**src/sv/cbq_pkg.sv**
```systemverilog
// ----------------------------------------------------------------------------
// cbq_pkg
// Shared types, sizes and saturation helpers for the cascaded biquad filter.
// ----------------------------------------------------------------------------
package cbq_pkg;

  localparam int MAX_SECTIONS   = 4;
  localparam int COEF_FRAC_BITS = 14;
  localparam int STATE_WIDTH    = 24;

  localparam int SAMPLE_W   = 12;
  localparam int COEF_W     = 16;
  localparam int COEF_IDX_W = 5;
  localparam int OUT_W      = 24;
  localparam int NS_W       = 3;

  localparam int FO_BASE   = 5 * MAX_SECTIONS;
  localparam int NUM_COEFS = FO_BASE + 3;
  localparam int COEF_AW   = $clog2(NUM_COEFS);
  localparam int SEC_W     = (MAX_SECTIONS > 1) ? $clog2(MAX_SECTIONS) : 1;

  // full product, and accumulator wide enough for x plus three scaled terms
  localparam int PROD_W = STATE_WIDTH + COEF_W;
  localparam int ACC_W  = PROD_W - COEF_FRAC_BITS + 2;
  localparam int SAT_W  = ((STATE_WIDTH > OUT_W) ? STATE_WIDTH : OUT_W) + 1;
  localparam int MCNT_W = $clog2(COEF_W);

  localparam int CFG_IDX_W  = 2;
  localparam int CFG_DATA_W = 3;

  localparam logic [CFG_IDX_W-1:0] REG_NUM_SECTIONS = CFG_IDX_W'(0);
  localparam logic [CFG_IDX_W-1:0] REG_FIRST_ORDER  = CFG_IDX_W'(1);

  typedef logic signed [STATE_WIDTH-1:0] state_word_t;
  typedef logic signed [COEF_W-1:0]      coef_t;
  typedef logic signed [PROD_W-1:0]      prod_t;
  typedef logic signed [ACC_W-1:0]       acc_t;
  typedef logic signed [SAT_W-1:0]       sat_word_t;

  localparam acc_t ST_HI = {{(ACC_W - STATE_WIDTH + 1){1'b0}}, {(STATE_WIDTH - 1){1'b1}}};
  localparam acc_t ST_LO = ~ST_HI;
  localparam sat_word_t OUT_HI = {{(SAT_W - OUT_W + 1){1'b0}}, {(OUT_W - 1){1'b1}}};
  localparam sat_word_t OUT_LO = ~OUT_HI;

  typedef enum logic {
    CMD_SAMPLE,
    CMD_COEF
  } cmd_t;

  // a1,a2,b0,b1,b2 within a section
  typedef enum logic [2:0] {
    OP_A1,
    OP_A2,
    OP_B0,
    OP_B1,
    OP_B2
  } op_t;

  typedef enum logic [2:0] {
    ST_IDLE,
    ST_LOAD,
    ST_MUL,
    ST_MID,
    ST_END,
    ST_OUT
  } state_t;

  typedef struct packed {
    cmd_t                         cmd;
    logic signed [SAMPLE_W-1:0]   sample;
    logic [COEF_IDX_W-1:0]        coef_index;
    logic signed [COEF_W-1:0]     coef_value;
  } req_t;

  typedef struct packed {
    logic signed [OUT_W-1:0] filtered;
    logic                    saturated;
  } rsp_t;

  typedef struct packed {
    state_word_t value;
    logic        hit;
  } sat_state_t;

  typedef struct packed {
    logic signed [OUT_W-1:0] value;
    logic                    hit;
  } sat_out_t;

  function automatic sat_state_t sat_state(acc_t a);
    sat_state_t r;
    r.hit = 1'b1;
    if (a > ST_HI) begin
      r.value = STATE_WIDTH'(ST_HI);
    end else if (a < ST_LO) begin
      r.value = STATE_WIDTH'(ST_LO);
    end else begin
      r.value = STATE_WIDTH'(a);
      r.hit   = 1'b0;
    end
    return r;
  endfunction

  function automatic sat_out_t sat_out(state_word_t x);
    sat_out_t  r;
    sat_word_t w;
    w     = SAT_W'(x);
    r.hit = 1'b1;
    if (w > OUT_HI) begin
      r.value = OUT_W'(OUT_HI);
    end else if (w < OUT_LO) begin
      r.value = OUT_W'(OUT_LO);
    end else begin
      r.value = OUT_W'(w);
      r.hit   = 1'b0;
    end
    return r;
  endfunction

endpackage

```
**src/sv/cbq_serial_mul.sv**
```systemverilog
// ----------------------------------------------------------------------------
// cbq_serial_mul
// Bit-serial signed multiplier: one coefficient bit per cycle, LSB first.
// ----------------------------------------------------------------------------
module cbq_serial_mul (
  input  logic                 clk,
  input  logic                 rst,
  input  logic                 start,
  input  cbq_pkg::state_word_t mcand,
  input  cbq_pkg::coef_t       coef,
  output logic                 done,
  output cbq_pkg::prod_t       product
);

  localparam logic [cbq_pkg::MCNT_W-1:0] LAST_BIT = cbq_pkg::MCNT_W'(cbq_pkg::COEF_W - 1);

  cbq_pkg::prod_t               mc;
  cbq_pkg::coef_t               cf;
  logic [cbq_pkg::MCNT_W-1:0]   cnt;
  logic                         run;

  always_ff @(posedge clk) begin
    if (rst) begin
      run  <= 1'b0;
      done <= 1'b0;
      cnt  <= '0;
    end else begin
      done <= 1'b0;
      if (start) begin
        run <= 1'b1;
        cnt <= '0;
      end else if (run) begin
        cnt <= cnt + 1'b1;
        if (cnt == LAST_BIT) begin
          run  <= 1'b0;
          done <= 1'b1;
        end
      end
    end
  end

  // two's complement: the top coefficient bit carries negative weight
  always_ff @(posedge clk) begin
    if (start) begin
      mc      <= cbq_pkg::PROD_W'(mcand);
      cf      <= coef;
      product <= '0;
    end else if (run) begin
      if (cf[0]) begin
        product <= (cnt == LAST_BIT) ? product - mc : product + mc;
      end
      mc <= mc <<< 1;
      cf <= cf >> 1;
    end
  end

endmodule

```
**src/sv/cascaded_biquad_iir.sv**
```systemverilog
// ----------------------------------------------------------------------------
// cascaded_biquad_iir
// Direct-form-II biquad cascade with optional trailing first-order section.
// ----------------------------------------------------------------------------
// One shared bit-serial multiplier does every product, one coefficient bit
// per cycle, and each product also takes an operand load and an accumulate.
// A sample request runs through the active biquads (at most MAX_SECTIONS)
// and then the first-order section if it is enabled; with no stage active
// the sample passes straight through. A coefficient write produces no
// result. A finished result sits in the output register while the next
// request is accepted.
module cascaded_biquad_iir (
  input  logic                              clk,
  input  logic                              rst,
  input  logic                              req_valid,
  output logic                              req_stall,
  input  cbq_pkg::req_t                     req_data,
  output logic                              rsp_valid,
  input  logic                              rsp_stall,
  output cbq_pkg::rsp_t                     rsp_data,
  input  logic                              cfg_valid,
  output logic                              cfg_ready,
  input  logic [cbq_pkg::CFG_IDX_W-1:0]     cfg_index,
  input  logic [cbq_pkg::CFG_DATA_W-1:0]    cfg_data
);

  cbq_pkg::state_t state, state_next;
  cbq_pkg::op_t    op;

  logic [cbq_pkg::SEC_W-1:0]   sec;
  logic                        fo_phase;
  logic [cbq_pkg::COEF_AW-1:0] cbase;
  logic                        clamp_flag;

  cbq_pkg::acc_t        acc;
  cbq_pkg::state_word_t xreg;
  cbq_pkg::state_word_t vreg;

  cbq_pkg::coef_t       coef_mem [cbq_pkg::NUM_COEFS];
  cbq_pkg::state_word_t v1 [cbq_pkg::MAX_SECTIONS];
  cbq_pkg::state_word_t v2 [cbq_pkg::MAX_SECTIONS];
  cbq_pkg::state_word_t fdelay;

  logic [cbq_pkg::NS_W-1:0] num_sections;
  logic                     first_order_enable;
  logic [cbq_pkg::NS_W-1:0] ns_eff;

  logic                        accept;
  logic                        mul_start;
  logic                        mul_done;
  logic                        rsp_load;
  cbq_pkg::prod_t              mul_product;
  cbq_pkg::state_word_t        mul_mcand;
  cbq_pkg::coef_t              mul_coef;
  logic [cbq_pkg::COEF_AW-1:0] coef_off;
  logic [cbq_pkg::COEF_AW-1:0] coef_addr;
  logic                        is_sub;
  logic                        last_op;
  logic                        mid_op;
  logic                        more_sections;
  logic                        any_stage;
  cbq_pkg::acc_t               term;
  cbq_pkg::sat_state_t         acc_sat;
  cbq_pkg::sat_out_t           out_sat;

  assign cfg_ready = 1'b1;
  assign accept    = req_valid && !req_stall;

  assign ns_eff = (int'(num_sections) > cbq_pkg::MAX_SECTIONS) ?
                  cbq_pkg::NS_W'(cbq_pkg::MAX_SECTIONS) : num_sections;
  assign more_sections = !fo_phase && (int'(sec) + 1 < int'(ns_eff));
  assign any_stage     = (ns_eff != '0) || first_order_enable;

  // operand selection for the current product
  always_comb begin
    coef_off  = '0;
    mul_mcand = vreg;
    case (op)
      cbq_pkg::OP_A1: begin
        coef_off  = '0;
        mul_mcand = fo_phase ? fdelay : v1[sec];
      end
      cbq_pkg::OP_A2: begin
        coef_off  = cbq_pkg::COEF_AW'(1);
        mul_mcand = v2[sec];
      end
      cbq_pkg::OP_B0: begin
        coef_off  = fo_phase ? cbq_pkg::COEF_AW'(1) : cbq_pkg::COEF_AW'(2);
        mul_mcand = vreg;
      end
      cbq_pkg::OP_B1: begin
        coef_off  = fo_phase ? cbq_pkg::COEF_AW'(2) : cbq_pkg::COEF_AW'(3);
        mul_mcand = fo_phase ? fdelay : v1[sec];
      end
      cbq_pkg::OP_B2: begin
        coef_off  = cbq_pkg::COEF_AW'(4);
        mul_mcand = v2[sec];
      end
      default: begin
        coef_off  = '0;
        mul_mcand = vreg;
      end
    endcase
  end

  assign coef_addr = cbase + coef_off;
  assign mul_coef  = coef_mem[coef_addr];
  assign is_sub    = (op == cbq_pkg::OP_A1) || (op == cbq_pkg::OP_A2);
  assign last_op   = fo_phase ? (op == cbq_pkg::OP_B1) : (op == cbq_pkg::OP_B2);
  assign mid_op    = fo_phase ? (op == cbq_pkg::OP_A1) : (op == cbq_pkg::OP_A2);

  // arithmetic shift floors the product
  assign term    = cbq_pkg::acc_t'(mul_product >>> cbq_pkg::COEF_FRAC_BITS);
  assign acc_sat = cbq_pkg::sat_state(acc);
  assign out_sat = cbq_pkg::sat_out(xreg);

  cbq_serial_mul u_mul (
    .clk     (clk),
    .rst     (rst),
    .start   (mul_start),
    .mcand   (mul_mcand),
    .coef    (mul_coef),
    .done    (mul_done),
    .product (mul_product)
  );

  always_comb begin
    state_next = state;
    case (state)
      cbq_pkg::ST_IDLE: begin
        if (accept && (req_data.cmd == cbq_pkg::CMD_SAMPLE)) begin
          state_next = any_stage ? cbq_pkg::ST_LOAD : cbq_pkg::ST_OUT;
        end
      end
      cbq_pkg::ST_LOAD: state_next = cbq_pkg::ST_MUL;
      cbq_pkg::ST_MUL: begin
        if (mul_done) begin
          if (last_op) begin
            state_next = cbq_pkg::ST_END;
          end else if (mid_op) begin
            state_next = cbq_pkg::ST_MID;
          end else begin
            state_next = cbq_pkg::ST_LOAD;
          end
        end
      end
      cbq_pkg::ST_MID: state_next = cbq_pkg::ST_LOAD;
      cbq_pkg::ST_END: begin
        if (more_sections || (!fo_phase && first_order_enable)) begin
          state_next = cbq_pkg::ST_LOAD;
        end else begin
          state_next = cbq_pkg::ST_OUT;
        end
      end
      cbq_pkg::ST_OUT: begin
        if (!rsp_valid || !rsp_stall) begin
          state_next = cbq_pkg::ST_IDLE;
        end
      end
      default: state_next = cbq_pkg::ST_IDLE;
    endcase
  end

  always_comb begin
    req_stall = 1'b1;
    mul_start = 1'b0;
    rsp_load  = 1'b0;
    case (state)
      cbq_pkg::ST_IDLE: req_stall = 1'b0;
      cbq_pkg::ST_LOAD: mul_start = 1'b1;
      cbq_pkg::ST_OUT:  rsp_load  = !rsp_valid || !rsp_stall;
      default: begin
        req_stall = 1'b1;
      end
    endcase
  end

  always_ff @(posedge clk) begin
    if (rst) begin
      state              <= cbq_pkg::ST_IDLE;
      op                 <= cbq_pkg::OP_A1;
      sec                <= '0;
      fo_phase           <= 1'b0;
      cbase              <= '0;
      clamp_flag         <= 1'b0;
      rsp_valid          <= 1'b0;
      num_sections       <= '0;
      first_order_enable <= 1'b0;
      fdelay             <= '0;
      for (int i = 0; i < cbq_pkg::NUM_COEFS; i++) begin
        coef_mem[i] <= '0;
      end
      for (int i = 0; i < cbq_pkg::MAX_SECTIONS; i++) begin
        v1[i] <= '0;
        v2[i] <= '0;
      end
    end else begin
      state <= state_next;

      if (cfg_valid && cfg_ready) begin
        case (cfg_index)
          cbq_pkg::REG_NUM_SECTIONS: num_sections <= cfg_data[cbq_pkg::NS_W-1:0];
          cbq_pkg::REG_FIRST_ORDER:  first_order_enable <= cfg_data[0];
          default: begin
          end
        endcase
      end

      if (rsp_load) begin
        rsp_valid <= 1'b1;
      end else if (rsp_valid && !rsp_stall) begin
        rsp_valid <= 1'b0;
      end

      case (state)
        cbq_pkg::ST_IDLE: begin
          if (accept) begin
            if (req_data.cmd == cbq_pkg::CMD_COEF) begin
              if (int'(req_data.coef_index) < cbq_pkg::NUM_COEFS) begin
                coef_mem[cbq_pkg::COEF_AW'(req_data.coef_index)] <= req_data.coef_value;
              end
            end else begin
              clamp_flag <= 1'b0;
              op         <= cbq_pkg::OP_A1;
              sec        <= '0;
              if (ns_eff != '0) begin
                fo_phase <= 1'b0;
                cbase    <= '0;
              end else begin
                fo_phase <= 1'b1;
                cbase    <= cbq_pkg::COEF_AW'(cbq_pkg::FO_BASE);
              end
            end
          end
        end
        cbq_pkg::ST_MUL: begin
          if (mul_done && !mid_op && !last_op) begin
            case (op)
              cbq_pkg::OP_A1: op <= cbq_pkg::OP_A2;
              cbq_pkg::OP_B0: op <= cbq_pkg::OP_B1;
              cbq_pkg::OP_B1: op <= cbq_pkg::OP_B2;
              default:        op <= cbq_pkg::OP_B0;
            endcase
          end
        end
        cbq_pkg::ST_MID: begin
          clamp_flag <= clamp_flag | acc_sat.hit;
          op         <= cbq_pkg::OP_B0;
        end
        cbq_pkg::ST_END: begin
          clamp_flag <= clamp_flag | acc_sat.hit;
          op         <= cbq_pkg::OP_A1;
          if (fo_phase) begin
            fdelay <= vreg;
          end else begin
            v2[sec] <= v1[sec];
            v1[sec] <= vreg;
          end
          if (more_sections) begin
            sec   <= sec + cbq_pkg::SEC_W'(1);
            cbase <= cbase + cbq_pkg::COEF_AW'(5);
          end else if (!fo_phase && first_order_enable) begin
            fo_phase <= 1'b1;
            cbase    <= cbq_pkg::COEF_AW'(cbq_pkg::FO_BASE);
          end
        end
        default: begin
        end
      endcase
    end
  end

  // datapath words
  always_ff @(posedge clk) begin
    case (state)
      cbq_pkg::ST_IDLE: begin
        if (accept) begin
          xreg <= cbq_pkg::STATE_WIDTH'(req_data.sample);
          acc  <= cbq_pkg::ACC_W'(req_data.sample);
        end
      end
      cbq_pkg::ST_MUL: begin
        if (mul_done) begin
          acc <= is_sub ? acc - term : acc + term;
        end
      end
      cbq_pkg::ST_MID: begin
        vreg <= acc_sat.value;
        acc  <= '0;
      end
      cbq_pkg::ST_END: begin
        xreg <= acc_sat.value;
        acc  <= cbq_pkg::ACC_W'(acc_sat.value);
      end
      default: begin
      end
    endcase
    if (rsp_load) begin
      rsp_data.filtered  <= out_sat.value;
      rsp_data.saturated <= clamp_flag | out_sat.hit;
    end
  end

endmodule

```
**config.mk**
```make
export PLATFORM = sky130hd
export DESIGN_NAME = cascaded_biquad_iir
export DESIGN_NICKNAME = d
export VERILOG_FILES = /design/src/sv/cbq_pkg.sv /design/src/sv/cbq_serial_mul.sv /design/src/sv/cascaded_biquad_iir.sv
export SDC_FILE = /design/constraint.sdc
export NUM_CORES = 2
export LEC_CHECK = 0
export ABC_CLOCK_PERIOD_IN_PS = 13600
export BUFFER_PORTS_ARGS = -buffer_cell sky130_fd_sc_hd__buf_2
export CAP_MARGIN = 10
export CELL_PAD_IN_SITES_DETAIL_PLACEMENT = 1
export CELL_PAD_IN_SITES_GLOBAL_PLACEMENT = 2
export CORE_ASPECT_RATIO = 0.6
export CORE_MARGIN = 2
export CORE_UTILIZATION = 40
export DETAILED_ROUTE_END_ITERATION = 10
export GPL_ROUTABILITY_DRIVEN = 0
export GPL_TIMING_DRIVEN = 0
export MAX_ROUTING_LAYER = met4
export PLACE_DENSITY = 0.67
export SLEW_MARGIN = 20
export SYNTH_ARGS = -nofsm -noshare
export SYNTH_HDL_FRONTEND = slang
export SYNTH_HIERARCHICAL = 1
export SYNTH_SLANG_ARGS = --single-unit
```
**constraint.sdc**
```tcl
create_clock -name clk -period 13.6 [get_ports clk]
set_input_delay 2.72 -clock clk [delete_from_list [all_inputs] [get_ports clk]]
set_output_delay 2.72 -clock clk [all_outputs]
set_load 0.01 [all_outputs]
```
==> summary.md <==
| Metric | Value |
|---|---|
| Outcome | `complete, no violations` |
| Global routing usage summed across all routing layers | `27.82%` |
| Mean number of vias per cell | `5.749` |
| Static leakage | `19.09 nW` |
| Clock tree root buffer cell | `sky130_fd_sc_hd__clkbuf_16` |
| Number of remaining DRC errors | `0` |
| RSZ-0062 raised after global routing | `false` |
| Slew @ Worst Pin | `1145 ps` |
| Initial core utilization | `between 40% and 50%` |
| Startpoint Class | `flop` |
| Cell count of the worst hold path | `2` |
| Upper clock frequency limit | `149.5 MHz` |
| Class of the most critical setup path | `reg -> reg` |
| Commonest cells after routing, fill and taps aside | `sky130_fd_sc_hd__edfxtp_1 (861), sky130_fd_sc_hd__and2_1 (568), sky130_fd_sc_hd__clkbuf_1 (241)` |
| I/O pin count | `between 70 and 80` |
| Horiz. Die Dim | `446.6 µm` |
| Number of enable-type register cells in the synthesized netlist | `861` |
| HPWL Detailed | `122.3 mm` |
| Final clock period utilization by the worst path | `49.20%` |
| Via count | `approximately 32,000` |
| Proportion of synthesized chip area in sequential cells | `58.92%` |
| Post-Synthesis Cell Area | `47,000 µm²` |
| Fraction of synthesized cell area taken by the top area cell type | `55.01%` |
| Worst-path clk slew | `70 ps` |
| Total of endpoints with negative setup slack in the final report | `0` |
| Final hold violations | `0` |
| Aggregate routed wire length | `163.2 mm` |
| Largest net degree at the start of global routing | `57` |
| Proportion of layout cells with a drive suffix above 1 | `15.60%` |
| Maximum net fanout on the critical path | `10` |
| Hold buffer count at CTS | `0` |
| Drt first-iter violations | `3,563` |
| Clk_skew | `46.30 ps` |
| Clock sink count | `953` |
| CTS max path bufs | `3` |
| Time the final worst path needs with I/O delays and setup | `6691 ps` |
| Insertion delay to the later sink of the worst-skew pair | `740 ps` |
| Uppermost routed layer | `met4` |
| Standard cell core area | `116,600 µm²` |
| Top area cells in the synthesized netlist | `sky130_fd_sc_hd__edfxtp_1 (55%), sky130_fd_sc_hd__mux4_2 (10%), sky130_fd_sc_hd__and2_1 (7.6%)` |
| Total iterations of the first detailed-routing run | `5` |
| Peak supply drop | `0.1444 mV` |
| Max-cap viol count | `0` |
| Required time reported for the critical path endpoint | `14,080 ps` |
| Worst hold-check path type | `reg -> reg` |
| Top flip-flop cell by instance count after synthesis | `sky130_fd_sc_hd__edfxtp_1` |
| Number of antenna violations at the first check in global routing | `19` |
| Post-synthesis to final-layout area growth | `13.12%` |
| Power density over cell area | `158.6 nW/µm²` |
| CTS tree | `done` |
| Number of buffers created by CTS | `96` |
| Number of nets with antenna violations after routing | `0` |
| Filler cell count | `between 10,000 and 15,000` |
| Wire length on met1 | `82.62 mm` |
| Endpoint kind of the worst setup timing path | `flop` |
| Async SR Flop Fraction | `0%` |
| Global-route wire length before repair | `approximately 230 mm` |
| Die ar. | `120,400 µm²` |
| Total negative setup slack | `0 ps` |
| Met3 wire length | `approximately 16 mm` |
| Mean instance size in the synthesized netlist | `13.28 µm²` |
| Synthesis-stage register bit count | `roughly 950` |
| Most frequent standard cell in the layout excluding fill and tap cells | `sky130_fd_sc_hd__edfxtp_1` |
| Number of cells upsized or downsized after cts | `0` |
| Placement row count | `97` |
| Synth Warn # | `6` |
| Nets@finish | `3,979` |
| Post-route core utilization | `45.59%` |
| Length of routed met2 wiring | `62.50 mm` |
| Port-buffer cells | `70` |
| Die Y | `269.5 µm` |
| Rel. slew slack | `between 20% and 30%` |
| Vias in the first global route | `31,710` |
| Unique cell type count in the Yosys netlist | `between 90 and 100` |
| Post-DR wirelength/cell | `slightly below 30 µm` |
| Post-synthesis cell type with the largest combined area | `sky130_fd_sc_hd__edfxtp_1` |
| Data arrival at the endpoint of the critical path | `~7200 ps` |
| Number of H-tree branching levels | `3` |
| Number of cells traversed by the worst register-to-register path | `14` |
| Max-slew violation count | `0` |
| Total grt overflow | `0` |
| Buffers inserted during post-CTS setup optimization | `0` |
| Cell count after synthesis | `3,539` |
final timing paths:
check,from,endpoint,slack [ps]
hold / removal,fdelay[11],fdelay[11],450
setup / recovery,op[1],u_mul/cf[4],6910
setup reg to reg,op[1],u_mul/cf[4],6910
hold reg to reg,fdelay[11],fdelay[11],450
per-stage QoR:
| stage | instances | total power [mW] | cell area [µm²] | hold WS (ps) | setup WS (ps) |
|---|---|---|---|---|---|
| after floorplan | 3682 | 5.033 | 47540 | 432.9 | 8893 |
| after global placement | 5336 | 5.713 | 49870 | 437.9 | 6729 |
| after detailed placement | 5342 | 5.779 | 50090 | 447.3 | 7053 |
| after CTS | 5519 | 8.438 | 53150 | 455.7 | 7054 |
| after global routing | 5523 | 8.778 | 53160 | 475.8 | 6750 |
| final | 5527 | 8.433 | 53170 | 452.6 | 6909 |
flip-flops by register name (all words and copies together) (netlist names), named ones only:
| name | cells |
|---|---|
| sec | 2 |
| num_sections | 3 |
| cbase | 5 |
| fdelay | 24 |
| u_mul/run | 1 |
| xreg | 24 |
| clamp_flag | 1 |
| op | 3 |
| state | 3 |
| u_mul/mc | 40 |
| rsp_data | 25 |
| u_mul/product | 40 |
| vreg | 24 |
| first_order_enable | 1 |
| u_mul/done | 1 |
| v1 | 96 |
| fo_phase | 1 |
| acc | 28 |
| rsp_valid | 1 |
| v2 | 96 |
| coef_mem | 512 |
| u_mul/cnt | 4 |
| u_mul/cf | 16 |
layout make-up:
type	count	area, µm²	area share [%]
sequential	953	27700	52.09
multi-input combinational	2398	18590	34.97
clock buffer	113	2497	4.697
tap	1584	1982	3.727
buffer	263	1050	1.974
clock inverter	64	560.5	1.054
timing repair buffer	76	515.5	0.9695
inverter	68	255.2	0.4800
antenna	8	20.02	0.03765
worst max-delay path: stages, from the launching register on:
cell and delay (ps):
sky130_fd_sc_hd__dfxtp_1 320, sky130_fd_sc_hd__clkbuf_1 540, sky130_fd_sc_hd__clkbuf_1 650, sky130_fd_sc_hd__clkbuf_1 550, sky130_fd_sc_hd__nand2_1 140, sky130_fd_sc_hd__xor2_1 160
sky130_fd_sc_hd__nor2_1 70, sky130_fd_sc_hd__ha_1 250, sky130_fd_sc_hd__fa_1 570, sky130_fd_sc_hd__clkbuf_1 690, sky130_fd_sc_hd__clkbuf_1 860, sky130_fd_sc_hd__mux4_2 410
sky130_fd_sc_hd__mux4_2 590, sky130_fd_sc_hd__mux2_2 340, sky130_fd_sc_hd__mux2_2 270
cells by family after synthesis:
kind of cell,synth area share [%]
other,0.01598
flip-flops,58.92
XOR/XNOR,2.287
multiplexers,12.47
AND/OR/NAND/NOR,14.02
adder cells (fa/ha/maj),2.151
buffers and inverters,2.771
AO/OA/AOI/OAI,7.363
per-layer routing:
layer  global-route usage, %  vias to the layer above
li1                        -                    13650
met1                   44.90                    16730
met2                   34.47                     1230
met3                   7.218                      168
met4                   4.612                        0
met5                       -                        -
Yosys cell counts (28+ instances only):
library cell / n
sky130_fd_sc_hd__a21o_1: 54
sky130_fd_sc_hd__nand3_1: 28
sky130_fd_sc_hd__inv_1: 68
sky130_fd_sc_hd__mux4_2: 208
sky130_fd_sc_hd__nor3_1: 79
sky130_fd_sc_hd__and2_1: 569
sky130_fd_sc_hd__clkbuf_1: 228
sky130_fd_sc_hd__dfxtp_1: 92
sky130_fd_sc_hd__o21ai_0: 120
sky130_fd_sc_hd__nand2_1: 209
sky130_fd_sc_hd__ha_1: 76
sky130_fd_sc_hd__or2_2: 29
sky130_fd_sc_hd__mux2i_1: 33
sky130_fd_sc_hd__nor2b_1: 37
sky130_fd_sc_hd__a21oi_1: 214
sky130_fd_sc_hd__edfxtp_1: 861
sky130_fd_sc_hd__nor2_1: 120
sky130_fd_sc_hd__xnor2_1: 76
sky130_fd_sc_hd__mux2_2: 74
sky130_fd_sc_hd__xor2_1: 43
power by group:
group / total (mW) / leakage [nW] / switching [mW] / internal, mW
clock network: 2.66 / 1.50 / 1.22 / 1.44
registers: 3.68 / 9.41 / 0.210 / 3.47
logic: 2.10 / 8.19 / 1.33 / 0.769
(Power assumes the default switching activity.)
